===== src/rtl/svf_pkg.sv =====
// svf_pkg: shared types, constants and helpers of the Q1.31 state-variable filter
// holds register indexes, mode codes, the microcode word layout and the saturation helper
// no dependencies
package svf_pkg;

    // register indexes of the configuration port
    localparam int unsigned CFG_IDX_W = 3;
    localparam logic [CFG_IDX_W-1:0] REG_CUTOFF = 3'd0;
    localparam logic [CFG_IDX_W-1:0] REG_DAMPING = 3'd1;
    localparam logic [CFG_IDX_W-1:0] REG_MODE = 3'd2;
    localparam logic [CFG_IDX_W-1:0] REG_LOW_GAIN = 3'd3;
    localparam logic [CFG_IDX_W-1:0] REG_HIGH_GAIN = 3'd4;
    localparam logic [CFG_IDX_W-1:0] REG_BAND_GAIN = 3'd5;
    localparam logic [CFG_IDX_W-1:0] REG_NOTCH_GAIN = 3'd6;

    // output mode codes
    localparam logic [2:0] MODE_HIGH = 3'd0;
    localparam logic [2:0] MODE_BAND = 3'd1;
    localparam logic [2:0] MODE_LOW = 3'd2;
    localparam logic [2:0] MODE_NOTCH = 3'd3;
    localparam logic [2:0] MODE_MIX = 3'd4;

    localparam logic signed [31:0] Q31_MAX = 32'sh7FFF_FFFF;
    localparam logic signed [31:0] Q31_MIN = 32'sh8000_0000;

    // microcode step address
    typedef logic [3:0] step_t;

    // operand pair fed to the shared multiplier
    typedef enum logic [2:0] {
        MP_NONE,
        MP_F_BAND,
        MP_MANT_BAND,
        MP_F_HIGH,
        MP_LOW_LG,
        MP_HIGH_HG,
        MP_BAND_BG,
        MP_TMP_NG
    } mul_pair_t;

    typedef enum logic [2:0] {
        A_ZERO,
        A_LOW,
        A_BAND,
        A_TMP,
        A_X,
        A_ACC,
        A_HALF
    } alu_a_t;

    typedef enum logic [2:0] {
        B_Q,
        B_QSH,
        B_LOW,
        B_HIGH,
        B_ACCH
    } alu_b_t;

    typedef enum logic [3:0] {
        D_NONE,
        D_LOW,
        D_BAND,
        D_HIGH,
        D_TMP,
        D_ACC,
        D_HALF,
        D_OUT,
        D_OUTSEL
    } dst_t;

    typedef enum logic [1:0] {
        C_NONE,
        C_ALWAYS,
        C_MIX,
        C_PASS
    } cond_t;

    // one control word of the program
    typedef struct packed {
        mul_pair_t mul;
        alu_a_t    a;
        alu_b_t    b;
        logic      sub;
        dst_t      dst;
        cond_t     cond;
        step_t     target;
        logic      set_pass;
        logic      done;
    } ucode_t;

    // saturate a 33 bit signed value to Q1.31
    function automatic logic signed [31:0] sat33(input logic signed [32:0] v);
        logic signed [31:0] r;
        if (v[32] != v[31]) begin
            r = v[32] ? Q31_MIN : Q31_MAX;
        end else begin
            r = v[31:0];
        end
        return r;
    endfunction

endpackage


===== src/rtl/state_variable_filter_q31.sv =====
// state_variable_filter_q31: top level of the Q1.31 Chamberlin state-variable filter
// depends on svf_pkg, svf_norm, svf_seq and svf_datapath
//
// One sample in, one filtered sample out. A microcoded sequencer runs every sample through
// one shared 32x32 multiplier and one saturating adder, one control step per cycle while the
// finishing step is not held by a full output register. Modes high, band, low and notch run
// one frame per sample; the oversampled mix runs the frame and the four weighted products
// twice. A new sample is taken only once the sequencer has finished the last one. A finished
// result sits in the output register while the next sample is already being worked on.
// A write to the damping register is normalised one bit per cycle and holds s_tready low.
module state_variable_filter_q31
    import svf_pkg::*;
(
    input  logic                 aclk,
    input  logic                 aresetn,
    // configuration write port
    input  logic                 cfg_we,
    input  logic [CFG_IDX_W-1:0] cfg_index,
    input  logic [31:0]          cfg_wdata,
    // input samples
    input  logic                 s_tvalid,
    output logic                 s_tready,
    input  logic [31:0]          s_tdata,   // [31:0] sample_in
    // filtered samples
    output logic                 m_tvalid,
    input  logic                 m_tready,
    output logic [31:0]          m_tdata    // [31:0] sample_out
);

    logic [30:0]        damp_mant;
    logic [4:0]         damp_shift;
    logic               norm_busy;
    logic               seq_busy;
    logic               start;
    logic               fire;
    logic               mix_mode;
    logic               out_blocked;
    ucode_t             ctl;
    logic signed [31:0] sample_out;

    // accept a transaction when sequencer and normaliser are both idle
    assign s_tready = !seq_busy && !norm_busy;
    assign start = s_tvalid && s_tready;

    svf_norm u_norm (
        .aclk       (aclk),
        .aresetn    (aresetn),
        .cfg_we     (cfg_we),
        .cfg_index  (cfg_index),
        .cfg_wdata  (cfg_wdata),
        .damp_mant  (damp_mant),
        .damp_shift (damp_shift),
        .busy       (norm_busy)
    );

    svf_seq u_seq (
        .aclk        (aclk),
        .aresetn     (aresetn),
        .start       (start),
        .mix_mode    (mix_mode),
        .out_blocked (out_blocked),
        .ctl         (ctl),
        .fire        (fire),
        .busy        (seq_busy)
    );

    svf_datapath u_datapath (
        .aclk        (aclk),
        .aresetn     (aresetn),
        .cfg_we      (cfg_we),
        .cfg_index   (cfg_index),
        .cfg_wdata   (cfg_wdata),
        .damp_mant   (damp_mant),
        .damp_shift  (damp_shift),
        .start       (start),
        .sample_in   (s_tdata),
        .ctl         (ctl),
        .fire        (fire),
        .out_ready   (m_tready),
        .out_valid   (m_tvalid),
        .out_blocked (out_blocked),
        .mix_mode    (mix_mode),
        .sample_out  (sample_out)
    );

    assign m_tdata = sample_out;

endmodule


===== src/rtl/svf_norm.sv =====
// svf_norm: normalises the damping register into mantissa and shift, one bit a cycle
// depends on svf_pkg
module svf_norm
    import svf_pkg::*;
(
    input  logic                 aclk,
    input  logic                 aresetn,
    input  logic                 cfg_we,
    input  logic [CFG_IDX_W-1:0] cfg_index,
    input  logic [31:0]          cfg_wdata,
    output logic [30:0]          damp_mant,
    output logic [4:0]           damp_shift,
    output logic                 busy
);

    logic [30:0] mant_reg, mant_next;
    logic [4:0]  shift_reg, shift_next;
    logic        busy_reg, busy_next;

    // load on a write, then shift left until bit 30 is set
    always_comb begin
        mant_next = mant_reg;
        shift_next = shift_reg;
        busy_next = busy_reg;
        if (cfg_we && cfg_index == REG_DAMPING) begin
            mant_next = cfg_wdata[30:0];
            shift_next = '0;
            busy_next = (cfg_wdata[30:0] != '0) && !cfg_wdata[30];
        end else if (busy_reg) begin
            mant_next = {mant_reg[29:0], 1'b0};
            shift_next = shift_reg + 5'd1;
            busy_next = !mant_reg[29];
        end
    end

    always_ff @(posedge aclk) begin
        if (!aresetn) begin
            mant_reg <= '0;
            shift_reg <= '0;
            busy_reg <= 1'b0;
        end else begin
            mant_reg <= mant_next;
            shift_reg <= shift_next;
            busy_reg <= busy_next;
        end
    end

    assign damp_mant = mant_reg;
    assign damp_shift = shift_reg;
    assign busy = busy_reg;

endmodule


===== src/rtl/svf_seq.sv =====
// svf_seq: microcode sequencer with the program table, step counter and branch logic
// depends on svf_pkg
module svf_seq
    import svf_pkg::*;
(
    input  logic   aclk,
    input  logic   aresetn,
    input  logic   start,
    input  logic   mix_mode,
    input  logic   out_blocked,
    output ucode_t ctl,
    output logic   fire,
    output logic   busy
);

    localparam step_t L_FRAME = 4'd0;
    localparam step_t L_MIX = 4'd7;
    localparam step_t L_FINAL = 4'd14;
    localparam step_t L_LAST = 4'd14;

    logic  busy_reg, busy_next;
    step_t pc_reg, pc_next;
    logic  pass_reg, pass_next;
    logic  taken;
    logic  stall;

    // program: one frame, then either the plain output or the weighted mix, which runs the frame twice
    always_comb begin
        ctl = '{MP_NONE, A_ZERO, B_Q, 1'b0, D_NONE, C_NONE, L_FRAME, 1'b0, 1'b1};
        unique case (pc_reg)
            4'd0: ctl = '{MP_F_BAND, A_ZERO, B_Q, 1'b0, D_NONE, C_NONE, L_FRAME, 1'b0, 1'b0};
            4'd1: ctl = '{MP_MANT_BAND, A_LOW, B_Q, 1'b0, D_LOW, C_NONE, L_FRAME, 1'b0, 1'b0};
            4'd2: ctl = '{MP_NONE, A_X, B_QSH, 1'b1, D_TMP, C_NONE, L_FRAME, 1'b0, 1'b0};
            4'd3: ctl = '{MP_NONE, A_TMP, B_LOW, 1'b1, D_HIGH, C_NONE, L_FRAME, 1'b0, 1'b0};
            4'd4: ctl = '{MP_F_HIGH, A_ZERO, B_Q, 1'b0, D_NONE, C_NONE, L_FRAME, 1'b0, 1'b0};
            4'd5: ctl = '{MP_NONE, A_BAND, B_Q, 1'b0, D_BAND, C_MIX, L_MIX, 1'b0, 1'b0};
            4'd6: ctl = '{MP_NONE, A_LOW, B_HIGH, 1'b0, D_OUTSEL, C_NONE, L_FRAME, 1'b0, 1'b1};
            4'd7: ctl = '{MP_LOW_LG, A_LOW, B_HIGH, 1'b0, D_TMP, C_NONE, L_FRAME, 1'b0, 1'b0};
            4'd8: ctl = '{MP_HIGH_HG, A_ZERO, B_Q, 1'b0, D_ACC, C_NONE, L_FRAME, 1'b0, 1'b0};
            4'd9: ctl = '{MP_BAND_BG, A_ACC, B_Q, 1'b0, D_ACC, C_NONE, L_FRAME, 1'b0, 1'b0};
            4'd10: ctl = '{MP_TMP_NG, A_ACC, B_Q, 1'b0, D_ACC, C_NONE, L_FRAME, 1'b0, 1'b0};
            4'd11: ctl = '{MP_NONE, A_ACC, B_Q, 1'b0, D_ACC, C_NONE, L_FRAME, 1'b0, 1'b0};
            4'd12: ctl = '{MP_NONE, A_ZERO, B_Q, 1'b0, D_NONE, C_PASS, L_FINAL, 1'b0, 1'b0};
            4'd13: ctl = '{MP_NONE, A_ZERO, B_ACCH, 1'b0, D_HALF, C_ALWAYS, L_FRAME, 1'b1, 1'b0};
            4'd14: ctl = '{MP_NONE, A_HALF, B_ACCH, 1'b0, D_OUT, C_NONE, L_FRAME, 1'b0, 1'b1};
            default: ctl = '{MP_NONE, A_ZERO, B_Q, 1'b0, D_NONE, C_NONE, L_FRAME, 1'b0, 1'b1};
        endcase
    end

    // branch condition
    always_comb begin
        unique case (ctl.cond)
            C_NONE: taken = 1'b0;
            C_ALWAYS: taken = 1'b1;
            C_MIX: taken = mix_mode;
            C_PASS: taken = pass_reg;
            default: taken = 1'b0;
        endcase
    end

    // a finishing step waits while the output register is still full
    assign stall = ctl.done && out_blocked;
    assign fire = busy_reg && !stall;

    always_comb begin
        busy_next = busy_reg;
        pc_next = pc_reg;
        pass_next = pass_reg;
        if (start) begin
            busy_next = 1'b1;
            pc_next = L_FRAME;
            pass_next = 1'b0;
        end else if (fire) begin
            if (ctl.done) begin
                busy_next = 1'b0;
            end else if (taken) begin
                pc_next = ctl.target;
            end else begin
                pc_next = pc_reg + 4'd1;
            end
            if (ctl.set_pass) begin
                pass_next = 1'b1;
            end
        end
    end

    always_ff @(posedge aclk) begin
        if (!aresetn) begin
            busy_reg <= 1'b0;
            pc_reg <= L_FRAME;
            pass_reg <= 1'b0;
        end else begin
            busy_reg <= busy_next;
            pc_reg <= pc_next;
            pass_reg <= pass_next;
        end
    end

    assign busy = busy_reg;

    // a new transaction only starts on an idle sequencer
    a_start_idle: assert property (@(posedge aclk) disable iff (!aresetn)
        start |-> !busy_reg) else $error("start while busy");

    // the step counter stays inside the program
    a_pc_range: assert property (@(posedge aclk) disable iff (!aresetn)
        busy_reg |-> pc_reg <= L_LAST) else $error("step counter out of program");

    // a stalled finishing step keeps its place
    a_stall_hold: assert property (@(posedge aclk) disable iff (!aresetn)
        (busy_reg && stall) |=> (busy_reg && $stable(pc_reg)))
        else $error("stalled step lost");

    // the second pass only happens in mix mode
    a_pass_mix: assert property (@(posedge aclk) disable iff (!aresetn)
        (busy_reg && pass_reg) |-> mix_mode) else $error("second pass outside mix mode");

endmodule


===== src/rtl/svf_datapath.sv =====
// svf_datapath: configuration registers, shared multiplier, saturating adder and state
// depends on svf_pkg; driven by the control word of svf_seq
module svf_datapath
    import svf_pkg::*;
(
    input  logic                 aclk,
    input  logic                 aresetn,
    input  logic                 cfg_we,
    input  logic [CFG_IDX_W-1:0] cfg_index,
    input  logic [31:0]          cfg_wdata,
    input  logic [30:0]          damp_mant,
    input  logic [4:0]           damp_shift,
    input  logic                 start,
    input  logic signed [31:0]   sample_in,
    input  ucode_t               ctl,
    input  logic                 fire,
    input  logic                 out_ready,
    output logic                 out_valid,
    output logic                 out_blocked,
    output logic                 mix_mode,
    output logic signed [31:0]   sample_out
);

    logic [30:0]        cutoff_reg;
    logic [2:0]         mode_reg;
    logic signed [31:0] low_gain_reg, high_gain_reg, band_gain_reg, notch_gain_reg;
    logic signed [31:0] low_reg, band_reg, high_reg, tmp_reg, acc_reg, half_reg, x_reg;
    logic signed [63:0] prod_reg, prod_next;
    logic signed [31:0] out_reg;
    logic               out_valid_reg;
    logic signed [31:0] mul_a, mul_b;
    logic signed [31:0] q, qsh, acch;
    logic signed [31:0] op_a, op_b;
    logic signed [32:0] sum;
    logic signed [31:0] alu_res;
    logic signed [31:0] outsel;

    // configuration registers
    always_ff @(posedge aclk) begin
        if (!aresetn) begin
            cutoff_reg <= '0;
            mode_reg <= MODE_HIGH;
            low_gain_reg <= '0;
            high_gain_reg <= '0;
            band_gain_reg <= '0;
            notch_gain_reg <= '0;
        end else if (cfg_we) begin
            unique case (cfg_index)
                REG_CUTOFF: cutoff_reg <= cfg_wdata[30:0];
                REG_MODE: mode_reg <= cfg_wdata[2:0];
                REG_LOW_GAIN: low_gain_reg <= cfg_wdata;
                REG_HIGH_GAIN: high_gain_reg <= cfg_wdata;
                REG_BAND_GAIN: band_gain_reg <= cfg_wdata;
                REG_NOTCH_GAIN: notch_gain_reg <= cfg_wdata;
                default: ;
            endcase
        end
    end

    // multiplier operand pairs
    always_comb begin
        unique case (ctl.mul)
            MP_F_BAND: begin mul_a = {1'b0, cutoff_reg}; mul_b = band_reg; end
            MP_MANT_BAND: begin mul_a = {1'b0, damp_mant}; mul_b = band_reg; end
            MP_F_HIGH: begin mul_a = {1'b0, cutoff_reg}; mul_b = high_reg; end
            MP_LOW_LG: begin mul_a = low_reg; mul_b = low_gain_reg; end
            MP_HIGH_HG: begin mul_a = high_reg; mul_b = high_gain_reg; end
            MP_BAND_BG: begin mul_a = band_reg; mul_b = band_gain_reg; end
            MP_TMP_NG: begin mul_a = tmp_reg; mul_b = notch_gain_reg; end
            default: begin mul_a = '0; mul_b = '0; end
        endcase
    end

    assign prod_next = mul_a * mul_b;

    always_ff @(posedge aclk) begin
        if (fire && ctl.mul != MP_NONE) begin
            prod_reg <= prod_next;
        end
    end

    // q1.31 product with floor and saturation, plus the damped and halved forms
    assign q = sat33(prod_reg[63:31]);
    assign qsh = q >>> damp_shift;
    assign acch = acc_reg >>> 1;

    // saturating adder
    always_comb begin
        unique case (ctl.a)
            A_ZERO: op_a = '0;
            A_LOW: op_a = low_reg;
            A_BAND: op_a = band_reg;
            A_TMP: op_a = tmp_reg;
            A_X: op_a = x_reg;
            A_ACC: op_a = acc_reg;
            A_HALF: op_a = half_reg;
            default: op_a = '0;
        endcase
        unique case (ctl.b)
            B_Q: op_b = q;
            B_QSH: op_b = qsh;
            B_LOW: op_b = low_reg;
            B_HIGH: op_b = high_reg;
            B_ACCH: op_b = acch;
            default: op_b = '0;
        endcase
    end

    assign sum = ctl.sub ? ({op_a[31], op_a} - {op_b[31], op_b})
                         : ({op_a[31], op_a} + {op_b[31], op_b});
    assign alu_res = sat33(sum);

    // single frame result by mode, unused modes give zero
    always_comb begin
        unique case (mode_reg)
            MODE_HIGH: outsel = high_reg;
            MODE_BAND: outsel = band_reg;
            MODE_LOW: outsel = low_reg;
            MODE_NOTCH: outsel = alu_res;
            default: outsel = '0;
        endcase
    end

    // filter state
    always_ff @(posedge aclk) begin
        if (!aresetn) begin
            low_reg <= '0;
            band_reg <= '0;
        end else if (fire) begin
            if (ctl.dst == D_LOW) begin
                low_reg <= alu_res;
            end
            if (ctl.dst == D_BAND) begin
                band_reg <= alu_res;
            end
        end
    end

    // working registers
    always_ff @(posedge aclk) begin
        if (start) begin
            x_reg <= sample_in;
        end
        if (fire) begin
            unique case (ctl.dst)
                D_HIGH: high_reg <= alu_res;
                D_TMP: tmp_reg <= alu_res;
                D_ACC: acc_reg <= alu_res;
                D_HALF: half_reg <= alu_res;
                D_OUT: out_reg <= alu_res;
                D_OUTSEL: out_reg <= outsel;
                default: ;
            endcase
        end
    end

    // output register
    always_ff @(posedge aclk) begin
        if (!aresetn) begin
            out_valid_reg <= 1'b0;
        end else if (fire && ctl.done) begin
            out_valid_reg <= 1'b1;
        end else if (out_ready) begin
            out_valid_reg <= 1'b0;
        end
    end

    assign out_valid = out_valid_reg;
    assign out_blocked = out_valid_reg && !out_ready;
    assign mix_mode = (mode_reg == MODE_MIX);
    assign sample_out = out_reg;

endmodule


===== config.mk =====
export PLATFORM = sky130hd
export DESIGN_NAME = state_variable_filter_q31
export DESIGN_NICKNAME = d
export VERILOG_FILES = /design/src/rtl/svf_pkg.sv /design/src/rtl/state_variable_filter_q31.sv /design/src/rtl/svf_norm.sv /design/src/rtl/svf_seq.sv /design/src/rtl/svf_datapath.sv
export SDC_FILE = /design/constraint.sdc
export NUM_CORES = 2
export LEC_CHECK = 0
export BUFFER_PORTS_ARGS = -buffer_cell sky130_fd_sc_hd__buf_2
export CAP_MARGIN = 10
export CORE_MARGIN = 2
export CORE_UTILIZATION = 54
export DETAILED_ROUTE_END_ITERATION = 10
export PLACE_DENSITY = 0.7
export SLEW_MARGIN = 20
export SYNTH_ARGS = -nofsm -noshare
export SYNTH_HDL_FRONTEND = slang
export SYNTH_SLANG_ARGS = --single-unit

===== constraint.sdc =====
create_clock -name aclk -period 11.7 [get_ports aclk]
set_clock_uncertainty 0.2 [all_clocks]
set_input_delay 0 -clock aclk [delete_from_list [all_inputs] [get_ports aclk]]
set_output_delay 0 -clock aclk [all_outputs]
set_load 0.005 [all_outputs]

# Yosys cells after proc, flatten, opt, wreduce, memory -nomap -nowiden
# Memories as Yosys holds them, arrays and structs flattened. A register that Yosys moved wholly into a read port is not among the register bits.
# Index checks and enable logic that the tools add are counted.
dict set report classes {
  addsub 4
  multipliers 1
  n_eq_ne 40
  n_shift 1
  mux 24
  bitwise 2
  n_reduce_logical 46
}
# cell count
set op_table {}
lappend op_table {{$pmux W32 S6} 3}
lappend op_table {{$pmux W32 S5} 1}
lappend op_table {{$mux W32} 4}
lappend op_table {{$pmux W32 S4} 1}
lappend op_table {{$mul A32 B32 Y64} 1}
lappend op_table {{$pmux W32 S2} 1}
lappend op_table {{$mux W31} 2}
lappend op_table {{$eq A3 B3 Y1 const B} 12}
lappend op_table {{$add A32 B32 Y33} 1}
lappend op_table {{$mux W33} 1}
lappend op_table {{$sub A32 B32 Y33} 1}
lappend op_table {{$reduce_and A2 Y1} 16}
lappend op_table {{$sshr A32 B5 Y32} 1}
lappend op_table {{$reduce_bool A31 Y1} 1}
lappend op_table {{$eq A3 B2 Y1 const B} 10}
lappend op_table {{$eq A4 B3 Y1 const B} 4}
lappend op_table {{$eq A3 B1 Y1 const B} 5}
lappend op_table {{$mux W4} 3}
lappend op_table {{$reduce_bool A2 Y1} 5}
lappend op_table {{$logic_and A1 B1 Y1} 9}
lappend op_table {{$logic_not A3 Y1} 3}
lappend op_table {{$eq A4 B2 Y1 const B} 2}
lappend op_table {{$reduce_or A2 Y1} 4}
lappend op_table {{$mux W1} 7}
lappend op_table {{other kinds (12)} 20}
dict set report word_totals {
  reg_bits 526
  mem_bits_ro 352
  input_bits 72
  out_inout_bits 34
  elab_cells 141
  mem_count 1
}
# name depth width rd rd_ports_with_merged_regs write_ports line_no
set memory_table {}
lappend memory_table {{(name not given)} 16 22 1 1 0 svf_seq.sv:30} ;# unique case (pc_reg)

# Logic depth before layout (Yosys ltp)
dict set report logic_depth {
  depth_word 10
  ltp_mapped 39
  mapped_depth_nobuf 32
}

# Modules after synthesis
# A second synthesis with hierarchy kept.
dict set report unflattened {
  hier_cells 7041
  area_unflattened_um2 64250.4
}
# mod instances cells_each area_each_um2 seq_area_each_um2
set by_module_without_submodules {}
lappend by_module_without_submodules {svf_datapath 1 6750 61158.7 11300.8}
lappend by_module_without_submodules {svf_norm 1 174 1898.1 740.7}
lappend by_module_without_submodules {svf_seq 1 115 1177.4 520.5}
lappend by_module_without_submodules {state_variable_filter_q31 1 2 16.3 0.0}

# Least setup slack after synthesis
# Ideal clock, no wire load.
dict set report synth_timing {
  path_type {register to register}
  start {register, netlist name u_seq.ctl[19]}
  end {register u_datapath.prod_reg[63] (data pin)}
  setup_ns 0.260
  arrival_time_ns 9.879
  t_required_ns 11.240
  setup_slack_ns 1.361
  stages_incl_launch_ff 36
  n_path_buf 7
  synth_period_minus_slack_ns 10.339
  path_cell_list {dfxtp_1 > clkbuf_1 > buf_1 > buf_1 > clkbuf_1 > clkbuf_1 > a21oi_1 > o21ai_1 > clkbuf_1 > nand2_1 > fa_1 > inv_1 > fa_1 > inv_1 > fa_1 > fa_1 > inv_1 > fa_1 > fa_1 > fa_1 > inv_1 > fa_1 > inv_1 > ha_1 > nand2_1 > o22a_1 > a311o_1 > and2_1 > a311oi_1 > or3b_2 > clkbuf_1 > a31oi_1 > o221ai_1 > nand4_1 > a211o_1 > xnor2_1}
}
dict set report synth_between {
  elab_chain_len 4
  elab_cells_between_ends 12
  cone_classes {mul: 1; eq/ne: 7; mux: 2; reduce/logical: 2}
}
# item line_no
set synth_lines {}
lappend synth_lines {{$eq A3 B1 Y1 or $eq A3 B2 Y1 (tied branches)} svf_datapath.sv:62} ;# unique case (ctl.mul)
lappend synth_lines {{$reduce_or A2 Y1 (no source line)} n/a}
lappend synth_lines {{$pmux W32 S6} svf_datapath.sv:62}
lappend synth_lines {{$mul A32 B32 Y64 *} svf_datapath.sv:74} ;# assign prod_next = mul_a * mul_b;
lappend synth_lines {{via u_datapath.prod_next[63]} svf_datapath.sv:28} ;# logic signed [63:0] prod_reg, prod_next;
lappend synth_lines {{end signal: assignment} svf_datapath.sv:78} ;# prod_reg <= prod_next;
lappend synth_lines {{end: declaration} svf_datapath.sv:28}
# The timed path passes the listed nets; every way through them passes the cells marked *.
# A chain may end at the register's enable or synchronous reset.

# Worst setup path in the final report
dict set report layout_timing {
  start {register, netlist name u_seq.ctl[19]}
  end {register u_datapath.prod_reg[62] (data pin)}
}
dict set report layout_between {
  elab_chain_len 4
  elab_cells_between_ends 12
  cone_classes {mul: 1; eq/ne: 7; mux: 2; reduce/logical: 2}
}
# item line_no
set layout_lines {}
lappend layout_lines {{$eq A3 B1 Y1 or $eq A3 B2 Y1 (tied branches)} svf_datapath.sv:62}
lappend layout_lines {{$reduce_or A2 Y1 (no source line)} n/a}
lappend layout_lines {{$pmux W32 S6} svf_datapath.sv:62}
lappend layout_lines {{$mul A32 B32 Y64 *} svf_datapath.sv:74}
lappend layout_lines {{via u_datapath.prod_next[62]} svf_datapath.sv:28}
# Marked as above.

==> results.sh <==
export IMPL_route_detailed_drc=0
export IMPL_die_h_um=347
export IMPL_combPwrFrac=0.233
export IMPL_cts_tree="done"
export IMPL_crit_path_frequent_cell="fa_1"
export IMPL_switching_share=0.320
export IMPL_syn_area_um2=63600
export IMPL_dpl_hpwl_mm=179
export IMPL_synthArstFlopShare=0
export IMPL_hp_class="in -> reg"
export IMPL_cts_setup_buffers=0
export IMPL_worst_slew_pin_slew_ps=1210
export IMPL_rr_worst_depth=28
export IMPL_startpoint="u_seq.ctl[19]"
export IMPL_hold_depth=4
export IMPL_timing_final_crit_share=0.958
export IMPL_io_pins=106
export IMPL_die_area_um2=120000
export IMPL_setup_violations=0
export IMPL_nets=8442
export IMPL_regToRegSetupSlack_ps=500
export IMPL_area_growth_pct=9.66
export IMPL_die_x_um=347
export IMPL_critical_path_max_stage_delay_ps=900
export IMPL_tns_ps=0
export IMPL_power_density_nw_per_um2=75.2
export IMPL_antenna_found_initial=6
export IMPL_clockRootBuffer="clkbuf_16"
export IMPL_cts_hold_buffers_added=113
export IMPL_grt_max_degree=114
export IMPL_rsz0062_at_grt="false"
export IMPL_core_area_um2=117000
export IMPL_numCtsBuffers=54
export IMPL_p_int_mw=3.56
export IMPL_p_seq_frac=0.383
export IMPL_drive_gt1_frac=0.0952
export IMPL_overflow=0
export IMPL_ir_worst_vdd_uv=115
export IMPL_slew_headroom=0.195
export IMPL_fillCellCount=10052
export IMPL_path_class="reg -> reg"
export IMPL_worstPathRequired_ps=11900
export IMPL_worst_setup_path_end_kind="flip-flop"
export IMPL_clkPwrFrac=0.384
export IMPL_routed_wl_mm=233
export IMPL_grt_pass1_vias=54404
export IMPL_drt_iter0_markers=7327
export IMPL_cts_buffer_depth=3
export IMPL_ys_ff_latch=515
export IMPL_rows=125
export IMPL_ant_nets=0
export IMPL_fin_crit_ps=11200
export IMPL_clk_latency_ps=660
export IMPL_htree_num_levels=2
export IMPL_regToRegEndpoint="u_datapath.prod_reg[62]"
export IMPL_critPathArrivalTime_ps=11400
export IMPL_wl_per_cell_um=27.0
export IMPL_syn_area_per_cell_um2=9.09
export IMPL_grt_pass1_wl_mm=348
export IMPL_syn_inst=6993
export IMPL_yosys_most_used_dff="dfxtp_1"
export IMPL_routed_via_count=53751
export IMPL_yosysUniqueCellTypes=98
export IMPL_start_util=0.545
export IMPL_clk_transition_reported_paths_ps=70
export IMPL_max_cap_viol_count=0
export IMPL_fmax_mhz=89.3
export IMPL_reg2reg_from="u_seq.ctl[19]"
export IMPL_hp_start="cfg_wdata[4]"
export IMPL_post_cts_resize_count=0
export IMPL_worstSetupStartpointType="flip-flop"
export IMPL_status="complete, no violations"
export IMPL_drtPass1Iterations=9
export IMPL_layout_commonest_cell="fa_1"
export IMPL_p_switching_mw=1.68
export IMPL_power_leakage_nw=30.8
export IMPL_ys_warn_count=0
export IMPL_critPathMaxFanout=44
export IMPL_io_buffer_count=105
export IMPL_syn_nets=8368
export IMPL_hold_ws_ps=13.5
export IMPL_synth_edf_count=225
export IMPL_layout_common_cells="fa_1, nand2_1, inv_1, nor2_1, a21oi_1"
export IMPL_place_gp_congestion=1.07
export IMPL_ys_seq_area_frac=0.198
export IMPL_drv_slew=0
export IMPL_cts_sinks=515
export IMPL_grt_usage=0.389
export IMPL_slowest_stage="o21a_1"
export IMPL_largest_reg_flops=33
export IMPL_worstHoldEndpoint="u_datapath.band_gain_reg[4]"
export IMPL_final_hold_viol_count=0
export IMPL_viasPerCell=6.22
## worst max-delay path, delay by kind of cell (launching register included)
family / cells / cell delay [ps]
muxes: 1 / 590
buffers and inverters: 5 / 730
and+or+nand+nor: 4 / 1140
xor gates and xnor gates: 1 / 100
adders and majority gates: 9 / 4390
DFF: 1 / 760
AOI/OAI and AO/OA: 8 / 2960
## synth_stat cells (26+ instances only)
| cell | number | area [um2] |
|---|---|---|
| fa_1 | 1082 | 21700 |
| nand2_1 | 1070 | 4020 |
| inv_1 | 1063 | 3990 |
| nor2_1 | 720 | 2700 |
| a21oi_1 | 391 | 1960 |
| clkbuf_1 | 366 | 1370 |
| dfxtp_1 | 290 | 5810 |
| edfxtp_1 | 225 | 6760 |
| ha_1 | 221 | 2770 |
| o21ai_0 | 133 | 666 |
| a22oi_1 | 125 | 938 |
| mux2i_1 | 120 | 1200 |
| a21o_1 | 74 | 556 |
| xnor2_1 | 71 | 622 |
| nand3_1 | 70 | 350 |
| mux4_2 | 55 | 1240 |
| mux2_2 | 53 | 597 |
| a31oi_1 | 49 | 307 |
| a211oi_1 | 48 | 360 |
| nand2b_1 | 44 | 275 |
| buf_1 | 43 | 161 |
| o31ai_1 | 41 | 308 |
| nor3_1 | 39 | 195 |
| xor2_1 | 39 | 342 |
| o21a_1 | 37 | 278 |
| and2_1 | 34 | 213 |
| nand4_1 | 32 | 200 |
| nor2b_1 | 29 | 181 |
| a221oi_1 | 26 | 228 |
## final cells by class
cell class | instances | area, um2 | share of cell area
diodes | 3 | 7.51 | 0.000108
clock buffers | 67 | 1520 | 0.0218
clock inverters | 35 | 549 | 0.00788
inverters | 1065 | 4000 | 0.0574
multi-input cells | 4972 | 45600 | 0.654
flip-flops and latches | 515 | 12600 | 0.180
well taps | 1524 | 1910 | 0.0274
repair buffers | 459 | 3560 | 0.0511
## metrics by stage
step	worst slack [ps]	utilization	cells	total power, mW	cell area [um2]
2_1_floorplan	1360	-	6993	2.69	63600
3_3_place_gp	645	0.570	8422	3.17	66500
3_5_place_dp	651	0.570	8422	3.18	66500
4_1_cts	569	0.598	8637	5.19	69700
5_1_grt	238	0.598	8637	5.36	69700
6_report	496	0.598	8640	5.24	69700
## power by group through the flow
stage / Combinational [mW] / Sequential, mW / Clock (mW)
3_3_place_gp: 1.13 / 2.04 / 0
4_1_cts: 1.17 / 2.01 / 2.01
3_5_place_dp: 1.14 / 2.04 / 0
2_1_floorplan: 0.679 / 2.01 / 0
6_report: 1.22 / 2.01 / 2.01
5_1_grt: 1.27 / 2.01 / 2.08
## metal layers
metal | track usage | wire [um]
met5 | 0 | 27
met4 | 0.262 | 19800
met3 | 0.0923 | 26600
met1 | 0.497 | 84600
met2 | 0.590 | 102000
## worst max path at each step
| stage | end | slack [ps] | depth (start not counted) |
|---|---|---|---|
| 2_1_floorplan | u_datapath.prod_reg[63] | 1360 | 35 |
| 3_3_place_gp | u_datapath.prod_reg[54] | 640 | 28 |
| 3_5_place_dp | u_datapath.prod_reg[62] | 650 | 28 |
| 4_1_cts | u_datapath.prod_reg[62] | 570 | 28 |
| 5_1_grt | u_datapath.prod_reg[54] | 240 | 28 |
| 6_report | u_datapath.prod_reg[62] | 500 | 28 |
## logic make-up (layout without fill, tap and decap cells)
logic type,count (synthesis),in the layout,synth area share
multiplexers,230,230,0.0482
other,0,3,0
AO/OA/AOI/OAI,1171,1171,0.122
flip-flops,515,515,0.198
buffers and inverters,1506,1626,0.0902
AND/OR/NAND/NOR,2158,2158,0.143
XOR/XNOR,110,110,0.0152
adder cells (fa/ha/maj),1303,1303,0.384
(Power assumes the default switching activity.)
